$ cat config.mk
export PLATFORM = sky130hd
export DESIGN_NAME = mse_control
export DESIGN_NICKNAME = d
export VERILOG_FILES = /design/src/sv/mse_pkg.sv /design/src/sv/mse_control.sv
export SDC_FILE = /design/constraint.sdc
export NUM_CORES = 1
export LEC_CHECK = 0
export ABC_AREA = 1
export BUFFER_PORTS_ARGS = -buffer_cell sky130_fd_sc_hd__buf_2
export CELL_PAD_IN_SITES_DETAIL_PLACEMENT = 0
export CELL_PAD_IN_SITES_GLOBAL_PLACEMENT = 2
export CORE_MARGIN = 8
export CORE_UTILIZATION = 25
export CTS_CLUSTER_DIAMETER = 80
export CTS_CLUSTER_SIZE = 24
export DETAILED_ROUTE_END_ITERATION = 16
export GPL_TIMING_DRIVEN = 0
export PLACE_DENSITY = 0.86
export SLEW_MARGIN = 10
export SYNTH_ARGS = -nofsm -noshare
export SYNTH_HDL_FRONTEND = slang
export SYNTH_SLANG_ARGS = --single-unit
$ cat constraint.sdc
create_clock -name clk -period 4.3 [get_ports clk]
set_input_delay 0 -clock clk [delete_from_list [all_inputs] [get_ports clk]]
set_output_delay 0 -clock clk [all_outputs]
set_load 0.01 [all_outputs]
$ cat src/sv/mse_pkg.sv
// ---------------------------------------------------------------------------
// mse_pkg
// types and constants shared by the execute unit modules
// ---------------------------------------------------------------------------
package mse_pkg;
  localparam int unsigned NumRegs = 32;
  localparam int unsigned DataW = 32;
  localparam int unsigned RegIdxW = 5;

  typedef enum logic [3:0] {
    FN_ADDI = 4'd0, FN_SUBI = 4'd1, FN_BEQ = 4'd2, FN_JUMP = 4'd3,
    FN_ADD = 4'd4, FN_SUB = 4'd5, FN_MUL = 4'd6, FN_DIV = 4'd7,
    FN_LW = 4'd8, FN_SW = 4'd9
  } func_t;

  localparam logic [2:0] CFG_REGWRITE = 3'd0;
  localparam logic [2:0] CFG_MEMREAD = 3'd1;
  localparam logic [2:0] CFG_MEMWRITE = 3'd2;
  localparam logic [2:0] CFG_BRANCH = 3'd3;
  localparam logic [2:0] CFG_JUMP = 3'd4;

  typedef struct packed {
    logic load;
    logic clear_step;
    logic rd_regs;
    logic exec;
    logic div_start;
  } mse_cmd_t;

  typedef struct packed {
    logic clear_done;
    logic div_done;
  } mse_sts_t;
endpackage

$ cat src/sv/mse_control.sv
// ---------------------------------------------------------------------------
// mse_control
// sequencer: clearing pass, operand read, divide wait, execute and result handoff
// ---------------------------------------------------------------------------
module mse_control import mse_pkg::*; (
  input  logic     clk,
  input  logic     rst,
  input  logic     in_valid,
  output logic     in_ready,
  input  logic [3:0] func,
  output logic     out_valid,
  input  logic     out_ready,
  output mse_cmd_t cmd,
  input  mse_sts_t sts
);
  typedef enum logic [2:0] {S_CLEAR, S_IDLE, S_READ, S_WAIT, S_DIV, S_EXEC, S_OUT} state_t;
  state_t state;
  logic [3:0] fn;

  assign in_ready = state == S_IDLE;

  always_comb begin
    cmd = '0;
    cmd.clear_step = state == S_CLEAR && !sts.clear_done;
    cmd.load = in_valid && in_ready;
    cmd.rd_regs = state == S_READ;
    cmd.div_start = state == S_WAIT && fn == FN_DIV;
    cmd.exec = state == S_EXEC;
  end

  always_ff @(posedge clk) begin
    if (rst) begin
      state <= S_CLEAR;
      out_valid <= 1'b0;
    end else begin
      case (state)
        S_CLEAR: if (sts.clear_done) state <= S_IDLE;
        S_IDLE: if (in_valid) begin
          fn <= func;
          state <= S_READ;
        end
        S_READ: state <= S_WAIT;
        S_WAIT: state <= (fn == FN_DIV) ? S_DIV : S_EXEC;
        S_DIV: if (sts.div_done) state <= S_EXEC;
        S_EXEC: begin
          out_valid <= 1'b1;
          state <= S_OUT;
        end
        S_OUT: if (out_ready) begin
          out_valid <= 1'b0;
          state <= S_IDLE;
        end
        default: state <= S_IDLE;
      endcase
    end
  end
endmodule

== Word-level counts from Yosys, hierarchy flattened ==
Cells that the tools add are included.
Storage, ports and cells
  logic and storage cells: 32
  flip-flop bits (word level): 8
  input bits: 10
Cells by class
  bitwise logic cells: 1
  mux-type cells: 8
  reductions and logical operators: 9
  equality and inequality tests: 11
Operators with widths (count)
  3-bit one-hot mux with 7 select lines: 1
  3-bit two-way mux: 4
  3-bit == test, second input constant: 3
  2-bit != test, second input constant: 4
  3-bit by 2-bit == test with 1-bit output, second input constant: 2
  4-bit by 3-bit == test with 1-bit output, second input constant: 1
  4-bit AND reduction: 1
  3-bit by 1-bit == test with 1-bit output, second input constant: 1
  1-bit logical AND: 3
  3-bit logical NOT: 1
  3-bit AND reduction: 1
  1-bit two-way mux: 2
  1-bit one-hot mux with 2 select lines: 1
  2-bit AND reduction: 1
  2-bit nonzero test: 1
  1-bit logical NOT: 1
  1-bit inverter: 1

== Longest topological paths before layout ==
Gate-level depths: netlist (run 1).
  depth in word-level cells: 3
  depth in mapped cells: 7
  mapped depth without buffers: 7

== Worst setup path after synthesis (run 1) ==
No wires, ideal clock.
  path type: register to register
  from: reg state[1]
  to: reg fn[0], enable pin
  setup time: 0.361 ns
  data arrival time: 1.193 ns
  required time: 3.939 ns
  cell stages (with the launch flop): 7
  setup slack: 2.746 ns
  path through: dfxtp_1 buf_6 inv_1 nand2_1 nor2_1 inv_1 nor3_1
On the way
  longest elaborated chain between the ends: 2
RTL lines
  start: declaration: line mse_control.sv:17  | state_t state;
  start signal: assignment: line mse_control.sv:43  | S_WAIT: state <= (fn == FN_DIV) ? S_DIV : S_EXEC;
  3-bit by 1-bit == test with 1-bit output
  via in_ready: line mse_control.sv:9  | output logic in_ready,
  3-bit AND reduction (no source line)
  end signal: assignment: line mse_control.sv:39  | fn <= func;
  end: declaration: line mse_control.sv:18  | logic [3:0] fn;
The timed path passes the listed nets, and every way through them passes these cells.
A chain may end at the register's enable or synchronous reset.

== Worst setup path after layout (run 1) ==
  from: reg state[1]
  to: reg fn[3], enable pin
On the way
  longest elaborated chain between the ends: 2
RTL lines
  3-bit by 1-bit == test with 1-bit output: line mse_control.sv:36  | case (state)
  3-bit AND reduction (no source line)
No other way between the ends.

==> impl_metrics.py, run 1 <==
metrics = {
    "power": {
        "finalPower_mw": 0.2100,
        "p_leak_nw": 0.3023,
        "ir_drop_mv": 0.1268,
        "powerDensity_mw_per_mm2": 355.5,
    },
    "yosys": {
        "synth_edf_count": 4,
        "syn_area_per_cell_um2": 7.530,
        "synth_cells": 55,
        "ys_top_cells_by_area": "edfxtp_1, dfxtp_1, inv_1, nor2_1, nand2_1",
        "ys.flop_type": "edfxtp_1",
        "syn-num-nets": 65,
        "yosys_warnings": 0,
        "yosysMostFrequentCell": "inv_1",
        "synth_top_area_frac": 0.2900,
        "ys_seq_area_frac": 0.4834,
        "syn_area_um2": 414.1,
        "synth_commonest_cells": "inv_1, nor2_1, nand2_1",
        "synthArstFlopShare": 0,
        "ys_ff_latch": 8,
        "synth_cell_types": 14,
        "yosys.area.top_type": "edfxtp_1",
    },
    "layout": {
        "syn_to_final_growth_pct": 42.60,
        "nFillCells": 162,
        "drive_gt1_frac": 0.2625,
        "insertedDiodeCount": 0,
        "nets": 91,
    },
    "run": {
        "cap_violations": 0,
    },
    "clock_tree": {
        "clk_path_buf_depth": 2,
        "root_buffer": "clkbuf_4",
        "clock_latency_ns": 0.25,
        "clkSlewWorstSetupHoldPaths_ns": 0.06,
        "cts_buffers": 3,
        "clock_sinks": 8,
        "h-tree-depth": 1,
        "cts_tree": "built",
        "cts_setup_buffers": 0,
    },
    "die": {
        "die_area_mm2": 0.003215,
        "io_pins": 17,
        "die_x_um": 56.70,
        "coreArea_mm2": 0.001524,
        "die_h_um": 56.70,
        "fp-row-count": 14,
        "start_util": 0.2718,
    },
    "routing": {
        "ant_nets": 0,
        "vias_per_cell": 4.188,
        "drc_errors": 0,
        "drtIter0Drc": 10,
        "drt-total-wl_um": 1025,
        "vias": 402,
        "wl_per_cell_um": 10.68,
        "drt_pass1_iterations": 4,
    },
    "global_route": {
        "overflow": 0,
        "grt_usage": 0.06853,
        "antenna_found_initial": 0,
        "grt_pass1_vias": 393,
        "grt_max_degree": 9,
        "grt_first_pass_wirelength_um": 1725,
    },
    "sta": {
        "setup-tns-final_ns": 0,
        "finalCriticalPeriod_ns": 1.614,
        "clock_skew_ns": 0.007424,
        "period_share": 0.3754,
        "finalSetupViolCount": 0,
        "slew_headroom": 0.6385,
        "whs_ns": 0.1463,
        "hold_violations": 0,
        "slew_viol_final": 0,
        "timing.fmax_mhz": 619.5,
        "grt_setup_unrepaired": "false",
        "max_slew.worst_pin.slew_ns": 0.5381,
    },
    "critical_path": {
        "cp-end-kind": "register",
        "cp-start-kind": "register",
        "cp_max_fo": 8,
        "crit_type": "register to register",
        "rrSetupSlack_ns": 2.69,
        "crit_required_ns": 4.19,
        "cp.arrival_ns": 1.51,
    },
    "status": {
        "status": "complete, no violations",
    },
    "hold_path": {
        "hp-class": "input pin to register",
    },
    "placement": {
        "hpwlAfterDp_um": 764.9,
        "port_buffers": 16,
        "place.gp.congestion": 0.7077,
    },
}
[worst max-delay path, stage by stage, from the launching register on]
cell and delay (ns):
dfxtp_1 0.30, buf_6 0.13, inv_1 0.08, nand2_1 0.11, nor2_1 0.15, inv_1 0.07
nor3_1 0.43
[final timing paths]
| check | startpoint | end | cells after the start |
|---|---|---|---|
| max | state[1]$_SDFFE_PP0P_ | fn[3]$_DFFE_PP_ | 6 |
| min | out_ready | out_valid$_SDFFE_PP0P_ | 4 |
| max reg2reg | state[1]$_SDFFE_PP0P_ | fn[3]$_DFFE_PP_ | 6 |
| min reg2reg | out_valid$_SDFFE_PP0P_ | out_valid$_SDFFE_PP0P_ | 2 |
[registers in the layout, indices dropped and copies added, names as in the netlist]
signal	count
state	3
out_valid	1
fn	4
[per-stage QoR]
stage	util	area, um2	worst slack [ns]	instances
after floorplan	-	414.1	2.746	55
after global placement	0.3374	514.2	2.697	87
after detailed placement	0.3374	514.2	2.685	87
after CTS	0.3875	590.6	2.678	96
after global routing	0.3875	590.6	2.521	96
final	0.3875	590.6	2.686	96
[cell type report]
cell class,count,area (um2),share of cell area
plain buffers,1,11.26,0.01907
clock buffers,4,26.28,0.04449
inverters,13,48.80,0.08263
multi-input cells,33,153.9,0.2606
flip-flops and latches,8,200.2,0.3390
well taps,16,20.02,0.03390
repair buffers,21,130.1,0.2203
[cell families after synthesis]
logic type / synth area share
AOI/OAI and AO/OA: 0.06947
and+or+nand+nor: 0.3021
buffers and inverters: 0.1450
DFF: 0.4834
[layer usage]
layer,global-route usage,part of all wire
met4,0.07216,0
met3,0.02472,0.035
met2,0.08777,0.48
met5,0,0
met1,0.08122,0.49
[placed cells by master (no fill, tap or decap), drive strengths merged]
cell type    synthesis  layout
clkbuf               0       4
nor3                 1       1
edfxtp               4       4
nand3                4       4
dfxtp                4       4
nor4                 1       1
dlygate4sd3          0       5
inv                 13      13
nor2                10      10
nand2                8       8
o21ai                2       2
a21oi                3       3
nand3b               1       1
buf                  1      17
nand4                3       3
[where the power goes]
group	switching [mW]	total [mW]	internal, mW
sequential	0.00474	0.0911	0.0864
combinational	0.0331	0.0579	0.0248
clock	0.0255	0.0610	0.0355
[what timing repair did]
| item | 4_1_cts | 5_1_grt |
|---|---|---|
| hold endpoints to repair | 6 | 0 |
| resized for setup | 0 | 0 |
| hold buffers | 5 | 0 |
| endpoints found under the setup margin | 0 | 0 |
Power figures use the tool's default switching activity.
==> run 2, diff against run 1 <==
Settings changed: CORE_UTILIZATION 25 to 21, PLACE_DENSITY 0.86 to 0.78.
Clock period 4.3 ns to 1.4 ns, I/O delays scaled along.
==> run 2 against run 1 <==
Compared with the run above: combinational power grew to 3.2 times the previous value; total power grew to 3.1 times the previous value; register-to-register slack lost 2.6 ns; routed wire length shrank 1.6%; via count grew 0.50%; maximum frequency grew 21%; critical path depth is the same; cell count grew 11%; clock-buffer cell count is the same; largest cell class unchanged.
==> impl_metrics.py, run 2 (same netlist as run 1, synthesis figures left out) <==
metrics = {
    "status": {
        "status": "complete, no violations",
    },
    "placement": {
        "pre_cts_ws_ns": 0.006344,
        "hpwlAfterDp_um": 777,
        "port_buffers": 16,
        "placed_cell_area_um2": 535.5,
        "place.gp.congestion": 0.7201,
    },
    "layout": {
        "reg_top3": "fn x4, state x3, out_valid x1",
        "drive_gt1_frac": 0.2875,
        "syn_to_final_growth_pct": 49.24,
        "final_cell_area_um2": 618.1,
        "regMostFlops": "fn",
        "insertedDiodeCount": 0,
        "most-common-layout-cells": "buf_2, inv_1, nor2_1, nand2_1, dlygate4sd3_1",
        "largest_reg_flops": 4,
        "final_common_cell": "buf_2",
        "nets": 91,
        "nFillCells": 198,
    },
    "clock_tree": {
        "clock_latency_ns": 0.25,
        "cts_tree": "built",
        "h-tree-depth": 1,
        "clock_sinks": 8,
        "clkSlewWorstSetupHoldPaths_ns": 0.05,
        "cts_buffers": 3,
        "root_buffer": "clkbuf_4",
        "clk_path_buf_depth": 2,
    },
    "routing": {
        "drt_pass1_iterations": 4,
        "ant_nets": 0,
        "drc_errors": 0,
        "vias": 404,
        "wl_per_cell_um": 9.430,
        "drt-total-wl_um": 1009,
        "vias_per_cell": 3.776,
        "drtIter0Drc": 7,
    },
    "sta": {
        "period_share": 0.9549,
        "grt_setup_unrepaired": "true",
        "clock_skew_ns": 0.0004505,
        "fin_ws_ns": 0.06311,
        "max_slew.worst_pin.slew_ns": 0.2551,
        "hold_violations": 0,
        "finalSetupViolCount": 0,
        "slew_viol_final": 0,
        "finalCriticalPeriod_ns": 1.337,
        "slew_headroom": 0.8297,
        "timing.fmax_mhz": 748.0,
        "whs_ns": 0.1556,
    },
    "power": {
        "ir_drop_mv": 0.3435,
        "finalPower_mw": 0.6494,
        "powerDensity_mw_per_mm2": 1051,
        "p_leak_nw": 0.3058,
    },
    "global_route": {
        "antenna_found_initial": 0,
        "grt_pass1_vias": 383,
        "grt_max_degree": 9,
        "overflow": 0,
        "grt_usage": 0.06004,
        "grt_first_pass_wirelength_um": 1600,
    },
    "critical_path": {
        "crit_required_ns": 1.34,
        "crit_type": "register to register",
        "cp.arrival_ns": 1.27,
        "cp-start-kind": "register",
        "cp-end-kind": "register",
        "cp_max_fo": 8,
    },
    "die": {
        "die_area_mm2": 0.003649,
        "die_h_um": 60.41,
        "io_pins": 17,
        "die_x_um": 60.41,
        "coreArea_mm2": 0.001902,
        "fp-row-count": 16,
        "start_util": 0.2178,
    },
    "run": {
        "cap_violations": 0,
    },
    "hold_path": {
        "hp-class": "input pin to register",
    },
}
==> run 2: cell counts in the layout (fill, tap and decap cells not counted) <==
Identical to the previous run, type by type.
==> run 2: area by class of cell <==
class	instances	area (um2)	share of cell area
Buffer	1	11.26	0.01822
Sequential cell	8	200.2	0.3239
Inverter	13	48.80	0.07895
Multi-Input combinational cell	33	167.7	0.2713
Clock buffer	4	26.28	0.04251
Timing Repair Buffer	21	130.1	0.2105
Tap cell	27	33.78	0.05466
==> run 2: worst paths after layout <==
kind	end	start	cells after the start	slack, ns
worst max-delay path	fn[2]$_DFFE_PP_	state[1]$_SDFFE_PP0P_	6	0.06
worst min-delay path	state[1]$_SDFFE_PP0P_	out_ready	4	0.16
worst min register to register	out_valid$_SDFFE_PP0P_	out_valid$_SDFFE_PP0P_	2	0.50
worst max register to register	fn[2]$_DFFE_PP_	state[1]$_SDFFE_PP0P_	6	0.06
==> run 2: timing repair <==
| item | in CTS | in global routing |
|---|---|---|
| gates cloned | 0 | 0 |
| endpoints found under the setup margin | 4 | 6 |
| resized for setup | 1 | 0 |
| hold buffers | 5 | 0 |
| buffers inserted | 0 | 0 |
| endpoints found under the hold margin | 6 | 0 |
==> run 2: power by group <==
group | leakage [nW] | switching (mW) | internal (mW)
Clock | 0.0150 | 0.0755 | 0.109
Combinational | 0.222 | 0.107 | 0.0781
Sequential | 0.0690 | 0.0151 | 0.265
==> run 2: routing by layer <==
layer  vias up  wire length (um)  GRT usage
met5         -                 0          0
met4         0                25    0.05980
met3         2                68    0.01271
met2         9               471    0.09299
met1       166               444    0.06569
li1        227                 -          -
==> run 2: per-stage QoR <==
stage / instances / util / setup TNS [ns]
floorplan: 55 / - / 0
global placement: 98 / 0.2816 / -0.03274
detailed placement: 98 / 0.2816 / 0
CTS: 107 / 0.3250 / 0
global route: 107 / 0.3250 / -0.1575
finish: 107 / 0.3250 / 0
==> run 2: critical path, cell delays in order, from the launching register on <==
cell	delay (ns)
dfxtp_1	0.30
buf_6	0.13
inv_1	0.08
nand2_1	0.11
nor2_2	0.13
inv_1	0.09
nor3_4	0.19
==> run 3, diff against run 2 <==
Settings changed: GPL_TIMING_DRIVEN 0 to 1, SKIP_LAST_GASP set to 1.
==> run 3 against run 2 <==
Compared with the run above: cell area decreased by 1.2%; sequential share of layout area increased by 0.40 points; first-iteration DRC count decreased by 14%; sequential cell count unchanged; setup slack improved by 0.063 ns; clock power about the same; combinational power about the same; core utilization decreased by 0.39 points; critical path type unchanged; largest power group unchanged; largest cell class unchanged.
==> impl_metrics.py, run 3 (same netlist as run 1, synthesis figures left out) <==
metrics = {
    "die": {
        "die_h_um": 60.41,
        "die_area_mm2": 0.003649,
        "fp-row-count": 16,
        "coreArea_mm2": 0.001902,
        "start_util": 0.2178,
        "die_x_um": 60.41,
        "io_pins": 17,
    },
    "clock_tree": {
        "cts_tree": "built",
        "clock_sinks": 8,
        "cts_setup_buffers": 0,
        "clock_latency_ns": 0.25,
        "clkSlewWorstSetupHoldPaths_ns": 0.05,
        "cts_buffers": 3,
        "clk_path_buf_depth": 2,
        "root_buffer": "clkbuf_4",
        "h-tree-depth": 1,
    },
    "critical_path": {
        "cpMaxStageDelayCell": "dfxtp_1",
        "crit_buf_inv": 1,
        "cp-start-kind": "register",
        "cp-end-kind": "register",
        "crit_chain": "nand2_1 -> nor2_2 -> inv_1 -> nor3_2",
        "cpLargestDelayFamily": "simple AND/OR/NAND/NOR gates",
        "cp_max_fo": 4,
        "cp.arrival_ns": 1.20,
        "crit_required_ns": 1.33,
        "reg2reg_depth": 4,
        "crit_type": "register to register",
        "cp.depth": 4,
        "crit_path_max_incr_delay_ns": 0.38,
    },
    "layout": {
        "drive_gt1_frac": 0.3000,
        "multi_input_area_um2": 163.9,
        "insertedDiodeCount": 0,
        "register_area_um2": 200.2,
        "final_common_cell": "buf_2",
        "most-common-layout-cells": "buf_2, inv_1, nand2_1, nor2_1, dlygate4sd3_1",
        "regMostFlops": "fn",
        "reg_top3": "fn x4, state x3, out_valid x1",
        "nets": 91,
        "final_cell_area_um2": 610.6,
        "nFillCells": 206,
        "syn_to_final_growth_pct": 47.43,
        "largest_reg_flops": 4,
    },
    "routing": {
        "drt-total-wl_um": 1059,
        "drc_errors": 0,
        "drt_pass1_iterations": 4,
        "drtIter0Drc": 6,
        "vias_per_cell": 3.944,
        "vias": 422,
        "ant_nets": 0,
        "wl_per_cell_um": 9.897,
    },
    "sta": {
        "max_slew.worst_pin.slew_ns": 0.3104,
        "finalCriticalPeriod_ns": 1.274,
        "setup-tns-final_ns": 0,
        "grt_setup_unrepaired": "false",
        "slew_viol_final": 0,
        "timing.fmax_mhz": 785.0,
        "period_share": 0.9099,
        "finalSetupViolCount": 0,
        "hold_violations": 0,
        "fin_ws_ns": 0.1262,
        "clock_skew_ns": 0.001985,
        "slew_headroom": 0.7919,
        "whs_ns": 0.1358,
    },
    "power": {
        "ir_drop_mv": 0.4864,
        "powerDensity_mw_per_mm2": 1060,
        "p_leak_nw": 0.3023,
    },
    "global_route": {
        "busiest_layer": "met2",
        "grt_usage": 0.06695,
        "overflow": 0,
        "grt_first_pass_wirelength_um": 1759,
        "grt_pass1_vias": 416,
        "use_met1": 0.05839,
        "antenna_found_initial": 0,
        "grt_max_degree": 8,
        "use_met2": 0.1128,
        "grt_use_met3": 0.03178,
    },
    "placement": {
        "hpwlAfterDp_um": 801.4,
        "port_buffers": 16,
        "placed_cell_area_um2": 531.8,
        "place.gp.congestion": 0.6925,
        "pre_cts_ws_ns": 0.1351,
    },
    "status": {
        "status": "complete, no violations",
    },
    "hold_path": {
        "hp-class": "input pin to register",
        "holdPathStages": 4,
    },
    "run": {
        "cap_violations": 0,
    },
}
## run 3: cell counts in the layout (fill, tap and decap cells not counted)
No cell type changed its count.
## run 3: cell type report
type / count / share of cell area
repair buffers: 22 / 0.2254
clock buffers: 4 / 0.04303
inverters: 13 / 0.07992
well taps: 27 / 0.05533
flip-flops and latches: 8 / 0.3279
multi-input cells: 33 / 0.2684
## run 3: worst reg2reg max path, cell delays in order, from the launching register on
cell,delay [ns]
dfxtp_1,0.38
nand2_1,0.14
nor2_2,0.12
inv_1,0.07
nor3_2,0.25
## run 3: routing by layer
metal  share of wire  up-vias
met1            0.36      185
met5               0        -
met3            0.11        2
met4           0.013        0
met2            0.51       11
li1                -      224
## run 3: path summary, 6_finish.rpt
kind | slack [ns] | startpoint | to
min reg2reg | 0.47 | out_valid$_SDFFE_PP0P_ | out_valid$_SDFFE_PP0P_
max reg2reg | 0.13 | state[0]$_SDFFE_PP0P_ | fn[1]$_DFFE_PP_
min | 0.14 | out_ready | out_valid$_SDFFE_PP0P_
max | 0.13 | state[0]$_SDFFE_PP0P_ | fn[1]$_DFFE_PP_
## run 3: what timing repair did
action | CTS | global route
hold endpoints to repair | 6 | 0
hold buffers | 5 | 0
endpoints found under the setup margin | 0 | 1
resized for setup | 0 | 1
## run 3: through the flow
step                std cells  total power [mW]    util
global route              107            0.7024  0.3211
floorplan                  55            0.4015       -
finish                    107            0.6471  0.3211
CTS                       107            0.6493  0.3197
detailed placement         98            0.4541  0.2796
global placement           98            0.4574  0.2796
## run 3: power breakdown
group | total, mW | switching (mW) | internal (mW)
combinational | 0.182 | 0.106 | 0.0759
sequential | 0.281 | 0.0151 | 0.265
clock | 0.184 | 0.0756 | 0.109
